### src/rtl/abd_pkg.sv
// Package for the audio boxcar decimator: payload structs, configuration
// type and the constants shared by all modules. No dependencies.
`default_nettype none

package abd_pkg;

    localparam int RING_DEPTH  = 8;
    localparam int STEP_FRAMES = 4;
    localparam int FILL_W      = $clog2(RING_DEPTH + 1);
    localparam int SMP_W       = 16;
    localparam int SUM_W       = 19;
    localparam int OUT_W       = 8;

    typedef enum logic {
        CFG_LITTLE_ENDIAN = 1'b0,
        CFG_STEREO_MIX    = 1'b1
    } t_cfg_index;

    typedef struct packed {
        logic little_endian;
        logic stereo_mix;
    } t_cfg;

    typedef logic signed [SMP_W-1:0] t_sample;
    typedef logic signed [SUM_W-1:0] t_sum;
    typedef logic signed [OUT_W-1:0] t_out_smp;

    typedef struct packed {
        logic [7:0] byte0;
        logic [7:0] byte1;
        logic [7:0] byte2;
        logic [7:0] byte3;
        logic       buffer_end;
    } t_in;

    typedef struct packed {
        logic signed [OUT_W-1:0] early_sample;
        logic signed [OUT_W-1:0] late_sample;
        logic signed [OUT_W-1:0] running_max;
        logic signed [OUT_W-1:0] running_min;
    } t_out;

endpackage

`default_nettype wire

### src/rtl/abd_front.sv
// Frame decode, channel mix, eight-tap frame history and fill counter.
// Depends on abd_pkg.
`default_nettype none

module abd_front (
    input  wire logic              i_clk,
    input  wire logic              i_rst_n,
    input  wire logic              i_accept,
    input  wire abd_pkg::t_in      i_in,
    input  wire abd_pkg::t_cfg     i_cfg,
    output logic                   o_emit,
    output abd_pkg::t_sample       o_ring [abd_pkg::RING_DEPTH]
);

    abd_pkg::t_sample                 r_ring [abd_pkg::RING_DEPTH];
    logic [abd_pkg::FILL_W-1:0]       r_fill;
    logic [abd_pkg::FILL_W-1:0]       n_fill;
    abd_pkg::t_sample                 first_smp;
    abd_pkg::t_sample                 second_smp;
    logic signed [abd_pkg::SMP_W:0]   mix_sum;
    logic signed [abd_pkg::SMP_W:0]   mix_adj;
    abd_pkg::t_sample                 frame_val;

    always_comb begin
        if (i_cfg.little_endian) begin
            first_smp  = {i_in.byte1, i_in.byte0};
            second_smp = {i_in.byte3, i_in.byte2};
        end else begin
            first_smp  = {i_in.byte0, i_in.byte1};
            second_smp = {i_in.byte2, i_in.byte3};
        end
        mix_sum = (abd_pkg::SMP_W+1)'(first_smp) + (abd_pkg::SMP_W+1)'(second_smp);
        // Adding the sign bit before the shift makes the halving truncate toward zero.
        mix_adj = mix_sum + (abd_pkg::SMP_W+1)'({1'b0, mix_sum[abd_pkg::SMP_W]});
        if (i_cfg.stereo_mix) begin
            frame_val = mix_adj[abd_pkg::SMP_W:1];
        end else begin
            frame_val = first_smp;
        end
    end

    assign n_fill = r_fill + abd_pkg::FILL_W'(1);
    assign o_emit = i_accept && (n_fill == abd_pkg::FILL_W'(abd_pkg::RING_DEPTH));

    always_ff @(posedge i_clk) begin
        if (!i_rst_n) begin
            r_fill <= '0;
        end else if (i_accept) begin
            if (o_emit) begin
                r_fill <= abd_pkg::FILL_W'(abd_pkg::RING_DEPTH - abd_pkg::STEP_FRAMES);
            end else begin
                r_fill <= n_fill;
            end
        end
    end

    always_ff @(posedge i_clk) begin
        if (i_accept) begin
            r_ring[0] <= frame_val;
            for (int k = 1; k < abd_pkg::RING_DEPTH; k++) begin
                r_ring[k] <= r_ring[k-1];
            end
        end
    end

    assign o_ring = r_ring;

endmodule

`default_nettype wire

### src/rtl/abd_sum.sv
// Registered six-term window sums over the frame history; tap zero is newest.
// Depends on abd_pkg.
`default_nettype none

module abd_sum (
    input  wire logic              i_clk,
    input  wire logic              i_load,
    input  wire abd_pkg::t_sample  i_ring [abd_pkg::RING_DEPTH],
    output abd_pkg::t_sum          o_early,
    output abd_pkg::t_sum          o_late
);

    abd_pkg::t_sum r_early;
    abd_pkg::t_sum r_late;
    abd_pkg::t_sum mid;

    assign mid = abd_pkg::t_sum'(i_ring[2]) + abd_pkg::t_sum'(i_ring[3])
               + abd_pkg::t_sum'(i_ring[4]) + abd_pkg::t_sum'(i_ring[5]);

    always_ff @(posedge i_clk) begin
        if (i_load) begin
            r_early <= mid + abd_pkg::t_sum'(i_ring[6]) + abd_pkg::t_sum'(i_ring[7]);
            r_late  <= mid + abd_pkg::t_sum'(i_ring[0]) + abd_pkg::t_sum'(i_ring[1]);
        end
    end

    assign o_early = r_early;
    assign o_late  = r_late;

endmodule

`default_nettype wire

### src/rtl/abd_div.sv
// Registered division of one window sum by 1536, truncating toward zero,
// as a shift by 9 and a reciprocal multiply by one third. Depends on abd_pkg.
`default_nettype none

module abd_div (
    input  wire logic              i_clk,
    input  wire logic              i_load,
    input  wire abd_pkg::t_sum     i_sum,
    output abd_pkg::t_out_smp      o_quot
);

    localparam int ABS_W = abd_pkg::SUM_W - 1;
    localparam int T_W   = ABS_W - 9;
    localparam int RCP_W = 11;
    localparam int P_W   = T_W + RCP_W;

    abd_pkg::t_out_smp    r_quot;
    logic                 neg;
    logic [ABS_W-1:0]     mag;
    logic [T_W-1:0]       mag_hi;
    logic [P_W-1:0]       prod;
    logic [T_W-1:0]       q_mag;
    logic [T_W-1:0]       q_signed;

    always_comb begin
        neg = i_sum[abd_pkg::SUM_W-1];
        if (neg) begin
            mag = ABS_W'(-i_sum);
        end else begin
            mag = ABS_W'(i_sum);
        end
        mag_hi = mag[ABS_W-1:9];
        prod   = P_W'(mag_hi) * P_W'(RCP_W'(683));
        q_mag  = prod[P_W-1:RCP_W];
        if (neg) begin
            q_signed = -q_mag;
        end else begin
            q_signed = q_mag;
        end
    end

    always_ff @(posedge i_clk) begin
        if (i_load) begin
            r_quot <= q_signed[abd_pkg::OUT_W-1:0];
        end
    end

    assign o_quot = r_quot;

endmodule

`default_nettype wire

### src/rtl/audio_boxcar_decimator.sv
// Top level of the audio boxcar decimator: configuration registers, stage
// handshake, result register and running extremes.
// Depends on abd_pkg, abd_front, abd_sum and abd_div.
//
//   Channel   Direction  Handshake                   Payload
//   input     in         i_in_valid / o_in_ready     i_in  (abd_pkg::t_in)
//   output    out        o_out_valid / i_out_ready   o_out (abd_pkg::t_out)
//   config    in         i_cfg_we                    i_cfg_index, i_cfg_wdata
//
// One frame transaction is taken per cycle while o_in_ready is high. A
// transaction that completes a window passes its result through the frame
// history, sum, divide and result registers. Reset is synchronous and active
// low and clears the fill count, the stage valids and the running extremes. A
// stall on the output fills the stages one by one; input stops only once the
// stage that holds a finished window cannot pass it on.
`default_nettype none

module audio_boxcar_decimator (
    input  wire logic            i_clk,
    input  wire logic            i_rst_n,
    input  wire logic            i_in_valid,
    output logic                 o_in_ready,
    input  wire abd_pkg::t_in    i_in,
    output logic                 o_out_valid,
    input  wire logic            i_out_ready,
    output abd_pkg::t_out        o_out,
    input  wire logic            i_cfg_we,
    input  wire logic            i_cfg_index,
    input  wire logic            i_cfg_wdata
);

    abd_pkg::t_cfg       r_cfg;
    logic                r_s1_valid;
    logic                r_s2_valid;
    logic                r_s3_valid;
    logic                r_out_valid;
    abd_pkg::t_out       r_out;
    abd_pkg::t_out_smp   r_max;
    abd_pkg::t_out_smp   r_min;
    abd_pkg::t_out_smp   n_max;
    abd_pkg::t_out_smp   n_min;
    abd_pkg::t_out_smp   pair_max;
    abd_pkg::t_out_smp   pair_min;

    logic                in_accept;
    logic                emit;
    logic                adv_s2;
    logic                adv_s3;
    logic                adv_out;
    abd_pkg::t_sample    ring [abd_pkg::RING_DEPTH];
    abd_pkg::t_sum       sum_early;
    abd_pkg::t_sum       sum_late;
    abd_pkg::t_out_smp   q_early;
    abd_pkg::t_out_smp   q_late;

    always_ff @(posedge i_clk) begin
        if (!i_rst_n) begin
            r_cfg.little_endian <= 1'b1;
            r_cfg.stereo_mix    <= 1'b1;
        end else if (i_cfg_we) begin
            unique case (abd_pkg::t_cfg_index'(i_cfg_index))
                abd_pkg::CFG_LITTLE_ENDIAN: r_cfg.little_endian <= i_cfg_wdata;
                abd_pkg::CFG_STEREO_MIX:    r_cfg.stereo_mix    <= i_cfg_wdata;
                default: ;
            endcase
        end
    end

    assign adv_out    = r_s3_valid && (!r_out_valid || i_out_ready);
    assign adv_s3     = r_s2_valid && (!r_s3_valid || adv_out);
    assign adv_s2     = r_s1_valid && (!r_s2_valid || adv_s3);
    assign o_in_ready = !r_s1_valid || adv_s2;
    assign in_accept  = i_in_valid && o_in_ready;

    abd_front u_front (
        .i_clk    (i_clk),
        .i_rst_n  (i_rst_n),
        .i_accept (in_accept),
        .i_in     (i_in),
        .i_cfg    (r_cfg),
        .o_emit   (emit),
        .o_ring   (ring)
    );

    abd_sum u_sum (
        .i_clk   (i_clk),
        .i_load  (adv_s2),
        .i_ring  (ring),
        .o_early (sum_early),
        .o_late  (sum_late)
    );

    abd_div u_div_early (
        .i_clk  (i_clk),
        .i_load (adv_s3),
        .i_sum  (sum_early),
        .o_quot (q_early)
    );

    abd_div u_div_late (
        .i_clk  (i_clk),
        .i_load (adv_s3),
        .i_sum  (sum_late),
        .o_quot (q_late)
    );

    always_comb begin
        pair_max = (q_early > q_late) ? q_early : q_late;
        pair_min = (q_early < q_late) ? q_early : q_late;
        n_max    = (pair_max > r_max) ? pair_max : r_max;
        n_min    = (pair_min < r_min) ? pair_min : r_min;
    end

    always_ff @(posedge i_clk) begin
        if (!i_rst_n) begin
            r_s1_valid  <= 1'b0;
            r_s2_valid  <= 1'b0;
            r_s3_valid  <= 1'b0;
            r_out_valid <= 1'b0;
            r_max       <= {1'b1, {(abd_pkg::OUT_W-1){1'b0}}};
            r_min       <= {1'b0, {(abd_pkg::OUT_W-1){1'b1}}};
        end else begin
            if (emit) begin
                r_s1_valid <= 1'b1;
            end else if (adv_s2) begin
                r_s1_valid <= 1'b0;
            end
            if (adv_s2) begin
                r_s2_valid <= 1'b1;
            end else if (adv_s3) begin
                r_s2_valid <= 1'b0;
            end
            if (adv_s3) begin
                r_s3_valid <= 1'b1;
            end else if (adv_out) begin
                r_s3_valid <= 1'b0;
            end
            if (adv_out) begin
                r_out_valid <= 1'b1;
                r_max       <= n_max;
                r_min       <= n_min;
            end else if (i_out_ready) begin
                r_out_valid <= 1'b0;
            end
        end
    end

    always_ff @(posedge i_clk) begin
        if (adv_out) begin
            r_out.early_sample <= q_early;
            r_out.late_sample  <= q_late;
            r_out.running_max  <= n_max;
            r_out.running_min  <= n_min;
        end
    end

    assign o_out_valid = r_out_valid;
    assign o_out       = r_out;

    a_extremes_order: assert property (@(posedge i_clk) disable iff (!i_rst_n)
        r_out_valid |-> (r_out.running_max >= r_out.early_sample)
                     && (r_out.running_max >= r_out.late_sample)
                     && (r_out.running_min <= r_out.early_sample)
                     && (r_out.running_min <= r_out.late_sample))
        else $error("running extremes do not bound the delivered pair");

    a_max_monotone: assert property (@(posedge i_clk) disable iff (!i_rst_n)
        i_rst_n |=> (r_max >= $past(r_max)))
        else $error("running maximum decreased");

    a_min_monotone: assert property (@(posedge i_clk) disable iff (!i_rst_n)
        i_rst_n |=> (r_min <= $past(r_min)))
        else $error("running minimum increased");

endmodule

`default_nettype wire
### config.mk
export PLATFORM = sky130hd
export DESIGN_NAME = audio_boxcar_decimator
export DESIGN_NICKNAME = d
export VERILOG_FILES = /design/src/rtl/abd_pkg.sv /design/src/rtl/abd_front.sv /design/src/rtl/abd_sum.sv /design/src/rtl/abd_div.sv /design/src/rtl/audio_boxcar_decimator.sv
export SDC_FILE = /design/constraint.sdc
export NUM_CORES = 1
export LEC_CHECK = 0
export CORE_MARGIN = 10
export CORE_UTILIZATION = 50
export CTS_CLUSTER_SIZE = 16
export DETAILED_ROUTE_END_ITERATION = 8
export DONT_BUFFER_PORTS = 1
export PLACE_DENSITY_LB_ADDON = 0.15
export SYNTH_ARGS = -nofsm -noshare
export SYNTH_HDL_FRONTEND = slang
export SYNTH_SLANG_ARGS = --single-unit
### constraint.sdc
create_clock -name i_clk -period 8.8 [get_ports i_clk]
set_clock_uncertainty 0.15 [all_clocks]
set_input_delay 1.76 -clock i_clk [delete_from_list [all_inputs] [get_ports i_clk]]
set_output_delay 1.76 -clock i_clk [all_outputs]
set_load 0.005 [all_outputs]
==> flow_results.org <==
** Outcome
- Outcome :: complete, no violations

** Setup path
- At the worst endpoint, the required time is 8.96 ns.
- Cell mode on critical path :: a21oi_1
- Critical setup path kind :: register to register
- The slowest stage of the critical path is the o31ai_1 cell.
- Of all nets on the critical path, the largest fanout is 5.
- The endpoint identified for the worst register-to-register timing path is u_sum.o_late[18].
- Worst Setup End Kind :: register
- Number of cells on the worst reg-to-reg path :: 27
- Register-to-register setup slack :: 1.16 ns
- Arrival time at the worst endpoint :: 7.80 ns
- Slowest Stage Delay on Critical Path :: 0.63 ns
- Startpoint class of the critical path :: register
- Worst r2r src :: u_front.o_ring[49]

** Yosys
- Flip-flop and latch count after synthesis :: 240
- Flip-flop cell with the highest count after synthesis :: edfxtp_1
- Yosys printed 0 warnings.
- By count the netlist is led by inv_1, edfxtp_1, ha_1.
- Proportion of register bits with asynchronous set or reset after synthesis :: 0
- A synthesized cell averages 10.91 um2.
- After technology mapping, the gate count stands at 1,641.
- Of the post-synthesis cell area, the dominant cell type holds 0.3590.
- Ranking of synthesized cells by area :: edfxtp_1, ha_1, fa_1
- Most frequent cell after synthesis :: inv_1
- Netlist area before placement :: 17,900 um2
- Synth Net Count :: slightly below 2,000
- The synthesized design contains 214 enable-type register cells.
- Of the synthesized area, sequential elements account for 0.3880.
- The netlist uses between 80 and 90 different library cells.
- The synthesized design spends more area on one cell type than any other, namely edfxtp_1.

** Timing
- Final Hold Fails :: 0
- Across all hold checks on the routed design, the worst slack comes to 0.2969 ns.
- Final TNS setup :: 0 ns
- Remaining max-slew budget at the tightest pin :: 0.2256
- Final count of pins violating max slew :: 0
- For the pin with the worst max-slew slack, the measured transition is around 1.2 ns.
- Static timing analysis puts the maximum clock frequency at about 0.13 GHz.
- Final Critical Period :: 7.642 ns
- Share of the clock period used by the worst path after layout :: 0.8684
- Setup repair after global routing missed its margin :: no
- Total setup violations reported at the end of the flow :: 0

** Power and ir drop
- Across the VDD grid, the largest voltage drop is 0.1876 mV.
- Power per Cell Area :: about 320 nW/um2
- Static power due to leakage :: 8.163 nW

** Job
- Across the run, the number of max-cap violations was 0.

** Route
- Summed over all layers, the routed wires come to 33.91 mm.
- After detailed routing, the number of remaining DRC violations is 0.
- Iteration-0 DRC Markers :: 557
- The detailed router placed 11,630 vias in this run.
- Dividing the detail-routed via count by the number of cells gives 5.446.
- Antenna-violating nets left :: 0
- After detailed routing, the average wire length per cell comes to 15.88 um.
- Number of iterations in the first detailed-routing pass :: 5

** Clock tree
- CTS saw 240 sinks.
- Hold-fix buffer count after cts :: 0
- Post-CTS setup repair buffer count :: 0
- Root Driver :: clkbuf_16
- Clock tree synthesis inserted a total of 27 buffers.
- Clock transition at the register clock pins on the worst setup and hold paths after CTS :: around 0.060 ns
- In this run, post-CTS repair resized a total of 0 instances.
- Clock latency on the worst-skew pair, taken at its later pin, is 0.56 ns.
- Deepest level of the CTS H-tree :: 1
- The longest clock path from root to sink contains 3 buffers.
- TritonCTS built the clock tree.

** Layout
- The number of antenna diodes in the final layout is 0.
- Post-synthesis to final-layout area growth :: 7.849%
- At the end of the flow, the number of nets in the layout was 1,987.
- The finished layout holds 2,135 standard cells, fillers aside.
- Post-Route Utilization :: 0.5441
- Of the cells placed in the final design, the portion with a size suffix greater than 1 is 0.07587.

** Min path
- In this run the worst hold path is classified as register to register.
- The worst hold path begins at u_front.o_ring[49].
- Counting instances, the worst hold path has a depth of 0.
- The path with the worst hold slack has its endpoint at u_front.o_ring[33].

** Global route
- For this run, global-route usage on met3 was measured as 0.02595.
- Entering global routing, the biggest net connects 84 pins.
- The via count of the first global-routing pass is 12,020.
- Summed over all layers, the global routing overflow is 0.
- The first global-routing pass estimated slightly below 60 mm of wire.
- Total track usage :: 0.1569
- Met1 capacity usage during global routing :: 0.2037
- After global routing, the most crowded layer is met2.
- Met2 Resource Use GR :: 0.2618
- The initial antenna violation count is 0.

** Die
- Total core area :: roughly 35,000 um2
- Initial core utilization :: 0.5045
- The die is around 210 um wide.
- The floorplan step defined a die boundary enclosing 43,770 um2.
- Num rows :: 69
- 74 I/O pins were placed.
- From bottom edge to top edge, the die measures 209.2 um.

** Placement
- Counting tap cells, the placed design contains a total of about 2,100 instances.
- At the end of routability-driven placement, the weighted congestion stood at about 0.87.
- Total half-perimeter wirelength after legalization and detailed placement :: 26.89 mm
- IO Port Bufs :: 0
[cell type report]
class | instances | area, um2
fill | 3087 | 16180
clock inverter | 7 | 47.55
clock buffer | 43 | 817.0
inverter | 232 | 873.3
multi-input combinational | 1145 | 9993
tap | 461 | 576.8
timing repair buffer | 7 | 52.55
sequential | 240 | 6947
[how the worst max path moves through the flow]
stage | from | to | slack [ns]
2_1_floorplan | u_front.o_ring[49] | u_sum.o_late[18] | 2.46
3_3_place_gp | u_front.o_ring[49] | u_sum.o_late[18] | 1.32
3_5_place_dp | u_front.o_ring[49] | u_sum.o_late[18] | 1.23
4_1_cts | u_front.o_ring[49] | u_sum.o_late[18] | 1.24
5_1_grt | u_front.o_ring[49] | u_sum.o_late[18] | 0.66
6_report | u_front.o_ring[49] | u_sum.o_late[18] | 1.16
[report_power, final]
| part | internal, mW | total (mW) | switching [mW] | leakage, nW |
|---|---|---|---|---|
| Sequential | 1.55 | 1.59 | 0.0420 | 2.23 |
| Combinational | 1.56 | 3.59 | 2.02 | 5.50 |
| Clock | 0.636 | 1.09 | 0.450 | 0.428 |
[metal layers]
| layer | vias to the layer above | part of all wire |
|---|---|---|
| li1 | 5812 | - |
| met1 | 5577 | 0.47 |
| met2 | 182 | 0.46 |
| met5 | - | 0 |
| met3 | 56 | 0.046 |
| met4 | 0 | 0.024 |
[flip-flops by register name (all words and copies together) (netlist names), 2 cells and up]
signal / count
u_div_early.o_quot: 8
u_div_late.o_quot: 8
u_front.o_ring: 128
u_front.r_fill: 4
r_max: 8
u_sum.o_early: 19
r_min: 8
r_cfg: 2
o_out: 32
u_sum.o_late: 19
[cells in the final DEF, fill, tap and decap left out, types with 29 or more instances in the layout]
cell type	count
a21oi_1	88
edfxtp_1	214
fa_1	97
ha_1	197
inv_1	230
mux2_2	51
nand2_1	71
nand3_1	33
nor2_1	115
nor3_1	32
o21ai_0	45
xnor2_1	94
xor2_1	29
[cells by family (layout without fill, tap and decap cells)]
group	Yosys count	in the layout	share of synthesized area
compound gates	310	310	0.1146
xor+xnor	123	123	0.06018
simple gates	362	362	0.1019
fa+ha+maj	294	294	0.2462
buf+inv	256	289	0.05430
flops	240	240	0.3880
mux	56	56	0.03488
[through the flow]
step                worst slack (ns)  cell area, um2  power (mW)
finish                         1.158           19310       6.267
global route                  0.6588           19310       6.869
detailed placement             1.230           18440       5.209
CTS                            1.243           19310       6.329
floorplan                      2.458           17900       4.469
global placement               1.317           18440       5.129
[critical path: cells and delay by family (launching register included)]
family,cells,cell delay (ns)
xor gates and xnor gates,3,0.54
adders and majority gates,6,2.21
AOI/OAI and AO/OA,13,3.50
buffers and inverters,2,0.10
and+or+nand+nor,3,0.58
DFF,1,0.34
Note: power is estimated with default switching activity, not from simulation.
